===== config.mk =====
export PLATFORM = sky130hd
export DESIGN_NAME = toroidal_moore_neighbour_board_flat
export DESIGN_NICKNAME = d
export VERILOG_FILES = /design/src/rtl/tmnb_pkg.sv /design/src/rtl/tmnb_if.sv /design/src/rtl/toroidal_moore_neighbour_board.sv /design/src/flat_wrapper.sv
export SDC_FILE = /design/constraint.sdc
export NUM_CORES = 2
export LEC_CHECK = 0
export BUFFER_PORTS_ARGS = -buffer_cell sky130_fd_sc_hd__clkbuf_2
export CORE_MARGIN = 4
export CORE_UTILIZATION = 40
export CTS_BUF_LIST = sky130_fd_sc_hd__clkbuf_4 sky130_fd_sc_hd__clkbuf_8
export DETAILED_ROUTE_END_ITERATION = 12
export GPL_TIMING_DRIVEN = 0
export PLACE_DENSITY_LB_ADDON = 0.12
export SYNTH_ARGS = -nofsm -noshare
export SYNTH_HDL_FRONTEND = slang
export SYNTH_SLANG_ARGS = --single-unit

===== constraint.sdc =====
create_clock -name i_clk -period 15.2 [get_ports i_clk]
set_input_delay 0.76 -clock i_clk [delete_from_list [all_inputs] [get_ports i_clk]]
set_output_delay 0.76 -clock i_clk [all_outputs]
set_load 0.005 [all_outputs]

===== src/rtl/tmnb_pkg.sv =====
// ----------------------------------------------------------------------------
// tmnb_pkg
// Shared widths, defaults and item kind codes for the toroidal neighbour board.
// ----------------------------------------------------------------------------
package tmnb_pkg;

    localparam int SIZE_X_DEF = 64;
    localparam int SIZE_Y_DEF = 64;
    localparam int NEIGHBOURS = 8;

    localparam int KIND_W  = 2;
    localparam int COORD_W = 16;
    localparam int COUNT_W = $clog2(NEIGHBOURS + 1);

    typedef enum logic [KIND_W-1:0] {
        KIND_WRITE = 2'd0,
        KIND_READ  = 2'd1,
        KIND_COUNT = 2'd2
    } t_kind;

endpackage


===== src/rtl/tmnb_if.sv =====
// ----------------------------------------------------------------------------
// tmnb_if
// Valid/ready channels carrying the board's request and result words.
// ----------------------------------------------------------------------------
interface tmnb_in_if;
    logic                                 valid;
    logic                                 ready;
    logic [tmnb_pkg::KIND_W-1:0]          kind;
    logic signed [tmnb_pkg::COORD_W-1:0]  coord_x;
    logic signed [tmnb_pkg::COORD_W-1:0]  coord_y;
    logic                                 write_value;

    modport source (output valid, kind, coord_x, coord_y, write_value, input ready);
    modport sink   (input valid, kind, coord_x, coord_y, write_value, output ready);
endinterface

interface tmnb_out_if;
    logic                         valid;
    logic                         ready;
    logic                         cell_value;
    logic [tmnb_pkg::COUNT_W-1:0] neighbour_count;

    modport source (output valid, cell_value, neighbour_count, input ready);
    modport sink   (input valid, cell_value, neighbour_count, output ready);
endinterface


===== src/rtl/toroidal_moore_neighbour_board.sv =====
// ----------------------------------------------------------------------------
// toroidal_moore_neighbour_board: one-bit cell board on a torus
// One word at a time: the next is taken only after the last result is loaded
// into the output register, which a stalled result channel can hold up. The
// single row-wide memory port sets the pace: three row reads per neighbour count.
// Reset: clearing pass over the rows; no word taken until done.
// ----------------------------------------------------------------------------
module toroidal_moore_neighbour_board #(
    parameter int SIZE_X = tmnb_pkg::SIZE_X_DEF,  // 3 .. 64 columns
    parameter int SIZE_Y = tmnb_pkg::SIZE_Y_DEF   // 3 .. 4096 rows
) (
    input  logic          i_clk,
    input  logic          i_rst_n,
    tmnb_in_if.sink       i_in,
    tmnb_out_if.source    o_out
);

    localparam int XW = $clog2(SIZE_X);
    localparam int YW = $clog2(SIZE_Y);
    localparam int CW = tmnb_pkg::COORD_W;
    localparam int CN = tmnb_pkg::COUNT_W;

    // Coordinates are biased by half the signed range to make them unsigned;
    // the bias residue is taken back off after the reduction.
    localparam int BIAS  = 2 ** (CW - 1);
    localparam int OFF_X = BIAS % SIZE_X;
    localparam int OFF_Y = BIAS % SIZE_Y;

    // Reciprocals for the modulo: q = (u * floor(2^32 / N)) >> 32 is at most
    // one short of u / N, so the remainder needs a single correction.
    localparam logic [31:0] RECIP_X = 32'((64'd1 << 32) / SIZE_X);
    localparam logic [31:0] RECIP_Y = 32'((64'd1 << 32) / SIZE_Y);

    typedef enum logic [9:0] {
        ST_CLEAR = 10'b00_0000_0001,
        ST_IDLE  = 10'b00_0000_0010,
        ST_MUL   = 10'b00_0000_0100,
        ST_REM   = 10'b00_0000_1000,
        ST_FIX   = 10'b00_0001_0000,
        ST_ACC0  = 10'b00_0010_0000,
        ST_ACC1  = 10'b00_0100_0000,
        ST_ACC2  = 10'b00_1000_0000,
        ST_ACC3  = 10'b01_0000_0000,
        ST_OUT   = 10'b10_0000_0000
    } t_state;

    t_state                  r_state, n_state;

    // Accepted word
    logic [tmnb_pkg::KIND_W-1:0] r_kind;
    logic [CW-1:0]           r_ux, r_uy;
    logic                    r_wv;

    // Coordinate reduction pipeline
    logic [CW-1:0]           r_qx, r_qy;
    logic [XW:0]             r_rx;
    logic [YW:0]             r_ry;
    logic [XW-1:0]           r_x;
    logic [YW-1:0]           r_y;

    // Result build-up
    logic                    r_cell;
    logic [CN-1:0]           r_cnt;

    // Clearing pass
    logic [YW-1:0]           r_clr;

    // Row memory
    logic [SIZE_X-1:0]       r_mem [SIZE_Y];
    logic [SIZE_X-1:0]       r_rdata;
    logic                    mem_we;
    logic [YW-1:0]           mem_addr;
    logic [SIZE_X-1:0]       mem_wdata;

    // Output register
    logic                    r_out_valid;
    logic                    r_out_cell;
    logic [CN-1:0]           r_out_count;

    logic                    in_take;
    logic                    out_free;
    logic                    is_count;
    logic [47:0]             prod_x, prod_y;
    logic [31:0]             rem_x, rem_y;
    logic [XW:0]             tx;
    logic [YW:0]             ty;
    logic [XW-1:0]           x_l, x_r;
    logic [YW-1:0]           y_up, y_dn;
    logic [SIZE_X-1:0]       row_upd;

    assign i_in.ready = (r_state == ST_IDLE);
    assign in_take    = i_in.valid && i_in.ready;
    assign out_free   = !r_out_valid || o_out.ready;
    assign is_count   = (r_kind == tmnb_pkg::KIND_COUNT);

    assign o_out.valid           = r_out_valid;
    assign o_out.cell_value      = r_out_cell;
    assign o_out.neighbour_count = r_out_count;

    // Reduction arithmetic: one multiply per stage, correction in the last
    assign prod_x = 48'(r_ux) * 48'(RECIP_X);
    assign prod_y = 48'(r_uy) * 48'(RECIP_Y);
    assign rem_x  = 32'(r_ux) - 32'(r_qx) * 32'(SIZE_X);
    assign rem_y  = 32'(r_uy) - 32'(r_qy) * 32'(SIZE_Y);
    assign tx     = (r_rx >= (XW+1)'(SIZE_X)) ? r_rx - (XW+1)'(SIZE_X) : r_rx;
    assign ty     = (r_ry >= (YW+1)'(SIZE_Y)) ? r_ry - (YW+1)'(SIZE_Y) : r_ry;

    // Neighbour columns and rows, wrapped around the torus
    assign x_l  = (r_x == '0) ? XW'(SIZE_X - 1) : r_x - XW'(1);
    assign x_r  = (r_x == XW'(SIZE_X - 1)) ? '0 : r_x + XW'(1);
    assign y_up = (r_y == '0) ? YW'(SIZE_Y - 1) : r_y - YW'(1);
    assign y_dn = (r_y == YW'(SIZE_Y - 1)) ? '0 : r_y + YW'(1);

    always_comb begin
        row_upd       = r_rdata;
        row_upd[r_x]  = r_wv;
    end

    // Memory port: one access per cycle, address chosen by the sequencer
    always_comb begin
        mem_we    = 1'b0;
        mem_addr  = r_y;
        mem_wdata = row_upd;
        unique case (r_state)
            ST_CLEAR: begin
                mem_we    = 1'b1;
                mem_addr  = r_clr;
                mem_wdata = '0;
            end
            ST_ACC0: begin
                mem_addr = is_count ? y_up : r_y;
            end
            ST_ACC1: begin
                // write back the modified row, or fetch the own row for a count
                mem_we   = (r_kind == tmnb_pkg::KIND_WRITE);
                mem_addr = r_y;
            end
            ST_ACC2: begin
                mem_addr = y_dn;
            end
            ST_IDLE, ST_MUL, ST_REM, ST_FIX, ST_ACC3, ST_OUT: begin
                mem_addr = r_y;
            end
            default: begin
                mem_addr = r_y;
            end
        endcase
    end

    always_ff @(posedge i_clk) begin
        if (mem_we) begin
            r_mem[mem_addr] <= mem_wdata;
        end
        r_rdata <= r_mem[mem_addr];
    end

    // Sequencer
    always_comb begin
        n_state = r_state;
        unique case (r_state)
            ST_CLEAR: if (r_clr == YW'(SIZE_Y - 1)) n_state = ST_IDLE;
            ST_IDLE:  if (in_take) n_state = ST_MUL;
            ST_MUL:   n_state = ST_REM;
            ST_REM:   n_state = ST_FIX;
            ST_FIX:   n_state = ST_ACC0;
            ST_ACC0:  n_state = ST_ACC1;
            ST_ACC1:  n_state = is_count ? ST_ACC2 : ST_OUT;
            ST_ACC2:  n_state = ST_ACC3;
            ST_ACC3:  n_state = ST_OUT;
            ST_OUT:   if (out_free) n_state = ST_IDLE;
            default:  n_state = ST_CLEAR;
        endcase
    end

    always_ff @(posedge i_clk) begin
        if (!i_rst_n) begin
            r_state     <= ST_CLEAR;
            r_clr       <= '0;
            r_out_valid <= 1'b0;
        end else begin
            r_state <= n_state;
            if (r_state == ST_CLEAR) begin
                r_clr <= r_clr + YW'(1);
            end
            // Hold the result until taken; reload only when the slot frees
            if (r_state == ST_OUT && out_free) begin
                r_out_valid <= 1'b1;
            end else if (o_out.ready) begin
                r_out_valid <= 1'b0;
            end
        end
    end

    // Datapath
    always_ff @(posedge i_clk) begin
        if (in_take) begin
            r_kind <= i_in.kind;
            r_ux   <= {~i_in.coord_x[CW-1], i_in.coord_x[CW-2:0]};
            r_uy   <= {~i_in.coord_y[CW-1], i_in.coord_y[CW-2:0]};
            r_wv   <= i_in.write_value;
            r_cnt  <= '0;
        end
        if (r_state == ST_MUL) begin
            r_qx <= prod_x[47:32];
            r_qy <= prod_y[47:32];
        end
        if (r_state == ST_REM) begin
            r_rx <= rem_x[XW:0];
            r_ry <= rem_y[YW:0];
        end
        if (r_state == ST_FIX) begin
            // drop the bias residue, wrapping back into range
            r_x <= (tx >= (XW+1)'(OFF_X)) ? XW'(tx - (XW+1)'(OFF_X))
                                          : XW'(tx + (XW+1)'(SIZE_X - OFF_X));
            r_y <= (ty >= (YW+1)'(OFF_Y)) ? YW'(ty - (YW+1)'(OFF_Y))
                                          : YW'(ty + (YW+1)'(SIZE_Y - OFF_Y));
        end
        if (r_state == ST_ACC1) begin
            if (is_count) begin
                // row above: three neighbours
                r_cnt <= CN'(r_rdata[x_l]) + CN'(r_rdata[r_x]) + CN'(r_rdata[x_r]);
            end else if (r_kind == tmnb_pkg::KIND_WRITE) begin
                r_cell <= r_wv;
            end else begin
                r_cell <= r_rdata[r_x];
            end
        end
        if (r_state == ST_ACC2) begin
            // own row: two side neighbours and the cell itself
            r_cnt  <= r_cnt + CN'(r_rdata[x_l]) + CN'(r_rdata[x_r]);
            r_cell <= r_rdata[r_x];
        end
        if (r_state == ST_ACC3) begin
            // row below: three neighbours
            r_cnt <= r_cnt + CN'(r_rdata[x_l]) + CN'(r_rdata[r_x]) + CN'(r_rdata[x_r]);
        end
        if (r_state == ST_OUT && out_free) begin
            r_out_cell  <= r_cell;
            r_out_count <= r_cnt;
        end
    end

endmodule


===== src/flat_wrapper.sv =====
// flat-port wrapper written by rule: the top's interface ports become plain ports
module toroidal_moore_neighbour_board_flat 
#(
    parameter int SIZE_X = tmnb_pkg::SIZE_X_DEF,                    
    parameter int SIZE_Y = tmnb_pkg::SIZE_Y_DEF                    
)
  (i_clk, i_rst_n, i_in_valid, i_in_kind, i_in_coord_x, i_in_coord_y, i_in_write_value, i_in_ready, o_out_valid, o_out_cell_value, o_out_neighbour_count, o_out_ready);
  tmnb_in_if i_in_i ();
  tmnb_out_if o_out_i ();
  input  logic i_clk;
  input  logic i_rst_n;
  input wire logic [$bits(i_in_i.valid)-1:0] i_in_valid;
  input wire logic [$bits(i_in_i.kind)-1:0] i_in_kind;
  input wire logic [$bits(i_in_i.coord_x)-1:0] i_in_coord_x;
  input wire logic [$bits(i_in_i.coord_y)-1:0] i_in_coord_y;
  input wire logic [$bits(i_in_i.write_value)-1:0] i_in_write_value;
  output wire logic [$bits(i_in_i.ready)-1:0] i_in_ready;
  output wire logic [$bits(o_out_i.valid)-1:0] o_out_valid;
  output wire logic [$bits(o_out_i.cell_value)-1:0] o_out_cell_value;
  output wire logic [$bits(o_out_i.neighbour_count)-1:0] o_out_neighbour_count;
  input wire logic [$bits(o_out_i.ready)-1:0] o_out_ready;
  assign i_in_i.valid = i_in_valid;
  assign i_in_i.kind = i_in_kind;
  assign i_in_i.coord_x = i_in_coord_x;
  assign i_in_i.coord_y = i_in_coord_y;
  assign i_in_i.write_value = i_in_write_value;
  assign i_in_ready = i_in_i.ready;
  assign o_out_valid = o_out_i.valid;
  assign o_out_cell_value = o_out_i.cell_value;
  assign o_out_neighbour_count = o_out_i.neighbour_count;
  assign o_out_i.ready = o_out_ready;
  toroidal_moore_neighbour_board #(.SIZE_X(SIZE_X), .SIZE_Y(SIZE_Y)) u_core (.i_clk(i_clk), .i_rst_n(i_rst_n), .i_in(i_in_i), .o_out(o_out_i));
endmodule

==> impl_metrics.ini <==
[run_status]
violations = max-capacitance violations, max-slew violations
status = finished with violations

[setup_path]
crit_path_max_fanout = 22
worstReg2RegEnd = u_core.r_mem[28][47]
rr_worst_depth = 12
startpoint_type = flip-flop
startpoint = u_core.r_y[2]
reg2reg_setup_slack_ns = 6.78
criticalPathCategory = reg -> reg
reg2reg_from = u_core.r_y[2]
crit_required_ns = 16.09
worst_setup_path_end_kind = flip-flop
arrival_ns = 9.31
timing.critical_path.to = u_core.r_mem[28][47]

[detailed_routing]
firstDrtPassIters = 7
avgRoutedWirePerCell_um = 33.8
wl_um = 572000
antenna_left = 0
viasPerCell = 5.87
first_iter_violations = 13500
vias = 99300
drc_errors = 0

[clocking]
post_cts_buffers = 0
cts_tree = yes
cts_buffers = 697
ctsHoldBuffers = 18
clock-sinks = 4226
cts.reportedPaths.clkPinSlew_ns = 0.06
cts_resized = 0
clockBufferDepth = 4
htree_num_levels = 6
clock_latency_ns = 1.27
clockRootBuffer = clkbuf_8

[layout]
area_growth_pct = 17.0
multiInputGateArea_mm2 = 0.0367
ff_latch_area_mm2 = 0.126
fin_nets = 10800
drive_above_1_share_pct = 20.3
fillCellCount = 35000
final_util_pct = 46.9

[job]
drv_cap = 3

[grt]
grtUsageTotal_pct = 26.4
grt_pass1_wl_um = 777000
grt_max_degree = 45
grt_pass1_vias = 95800
antenna_found_initial = 74
overflow = 0

[synthesis]
synth_fa_ha_area_share_pct = 0.123
synth.distinct_cells = 70
syn_area_mm2 = 0.164
netlist_instances = 9745
synthesis.nets = 9799
synth_top_cell_by_area = edfxtp_1
synthSimpleGateAreaFrac_pct = 8.91
yosysMostFrequentCell = edfxtp_1
synth_xor_xnor_area_share_pct = 0.0959
synth_area_per_cell_um2 = 16.9
synth-seq-cells = 4226
yosysWarnings = 0
synth_mux_area_share_pct = 8.62
synth_top_cells_by_count = edfxtp_1 (4141), nand2_1 (1537), nand3_1 (939), mux4_2 (564), clkbuf_1 (399)
yosysTopAreaCellShare_pct = 75.7
synth_top_flop_cell = edfxtp_1
async_flop_share_pct = 0
yosysSeqAreaShare_pct = 76.7
synth_compound_area_share_pct = 3.82
synth_area_leaders = edfxtp_1 (76%), mux4_2 (7.7%), nand2_1 (3.5%), nand3_1 (2.9%), a211oi_1 (1.4%)
synth_top_family_by_area = simple AND/OR/NAND/NOR gates
synth_edf_count = 4141

[sta]
worst_pin_slew_ns = 1.58
finalSetupTns_ns = 0
clock.fmax_ghz = 0.119
relSlewSlack_pct = -5.19
final-max-slew-violation-count = 22
hold_violations = 0
setup_viol = 0
period_share_pct = 55.4
rsz0062_at_grt = false
finalClockSkew_ns = 0.0678
period_needed_ns = 8.42

[placement]
io_buffers = 25
gp_congestion = 0.934
hpwl_um = 405000

[pwr]
ir_drop_mv = 0.121
power.leakage_uw = 0.0625
power_density_mw_per_mm2 = 220

[floorplanning]
core_region_area_mm2 = 0.410
rows = 235
start_util_pct = 40.1
die_y_um = 649
io_pins = 46
die_x_um = 649
die-area_mm2 = 0.421

[min_path]
min_path_type = in -> reg
==> power breakdown <==
part / switching (uW) / leakage, uW / internal [uW] / total, uW
registers: 332 / 0.0389 / 15500 / 15800
clock network: 4540 / 0.00695 / 5100 / 9640
logic: 12100 / 0.0167 / 4770 / 16900
total: 17000 / 0.0625 / 25400 / 42300
==> sequential cells by signal, indices dropped and copies added, names as in the netlist <==
register / flops
u_core.o_out.valid: 1
u_core.r_state: 10
u_core.r_kind: 2
u_core.r_wv: 1
u_core.r_y: 6
u_core.r_rdata: 64
u_core.r_x: 6
u_core.r_cnt: 4
u_core.r_uy: 6
u_core.r_ry: 6
u_core.o_out.neighbour_count: 4
u_core.r_ux: 6
u_core.r_clr: 6
u_core.r_rx: 6
u_core.r_cell: 1
u_core.r_mem: 4096
u_core.o_out.cell_value: 1
==> how the worst min path moves through the flow <==
stage,startpoint,end,slack (ns),cells past startpoint
global route,i_in_kind[1],u_core.r_kind[1],0.20,2
global placement,u_core.r_rx[2],u_core.r_x[2],0.40,0
finish,i_in_coord_y[5],u_core.r_uy[5],0.23,2
CTS,i_in_coord_y[5],u_core.r_uy[5],0.13,2
floorplan,u_core.r_cell,u_core.o_out.cell_value,0.40,0
detailed placement,u_core.r_rx[4],u_core.r_x[4],0.40,0
==> layout make-up <==
type	count	area share [%]
Multi-Input combinational cell	4867	19.1
Antenna cell	168	0.219
Buffer	642	1.48
Inverter	10	0.0195
Timing Repair Buffer	332	3.18
Tap cell	5451	3.55
Clock inverter	262	0.765
Sequential cell	4226	65.6
Clock buffer	966	6.10
==> through the flow <==
step	cell area, um2	hold slack (ns)	cells	worst slack (ns)	total power [uW]
global route	192000	0.197	16900	6.77	43800
finish	192000	0.230	16900	6.78	42300
CTS	192000	0.135	16800	6.66	42400
global placement	171000	0.402	15200	0.819	31900
floorplan	164000	0.400	9745	9.06	24300
detailed placement	178000	0.405	15500	6.73	32700
==> cells by family after synthesis <==
| logic type | Yosys count |
|---|---|
| xor gates and xnor gates | 18 |
| buffers and inverters | 652 |
| and+or+nand+nor | 3181 |
| DFF | 4226 |
| AOI/OAI and AO/OA | 946 |
| adders and majority gates | 15 |
| muxes | 707 |
==> worst max-delay path: stages, from the launching register on <==
cell      delay [ns]
edfxtp_1        0.37
clkbuf_1        0.20
nor3b_1         0.64
nand3_1         0.15
o221a_2         0.55
nand2_1         0.47
clkbuf_1        1.12
clkbuf_2        0.78
clkbuf_1        1.08
nand3_1         1.07
nor2_4          0.94
buf_12          0.29
buf_12          0.22
==> per-layer routing <==
metal | part of all wire [%] | vias up | track usage (%)
met4 | 5.2 | 12 | 13.1
met3 | 8.6 | 1076 | 4.99
li1 | - | 41000 | -
met5 | 0.012 | - | 0
met2 | 45 | 5218 | 40.2
met1 | 41 | 52000 | 36.6
==> layout by cell type (no fill, tap or decap), types with 64 or more instances in the layout <==
| master | netlist | layout |
|---|---|---|
| edfxtp_1 | 4141 | 4141 |
| nand2_1 | 1537 | 1537 |
| nand3_1 | 939 | 939 |
| clkbuf_8 | 0 | 714 |
| mux4_2 | 564 | 564 |
| clkbuf_1 | 399 | 377 |
| a211oi_1 | 303 | 302 |
| clkbuf_4 | 0 | 252 |
| and3_1 | 251 | 251 |
| buf_12 | 0 | 247 |
| nand4_1 | 190 | 190 |
| clkinv_1 | 2 | 184 |
| diode_2 | 0 | 168 |
| buf_2 | 145 | 146 |
| a22oi_1 | 141 | 141 |
| mux2i_1 | 137 | 137 |
| a21oi_1 | 191 | 127 |
| a31oi_1 | 128 | 127 |
| o21ai_0 | 86 | 86 |
| dfxtp_1 | 85 | 85 |
| or3_1 | 66 | 66 |
| nor2_4 | 0 | 66 |
| a21oi_4 | 0 | 64 |
No activity file was read; power rests on OpenSTA's default activity.
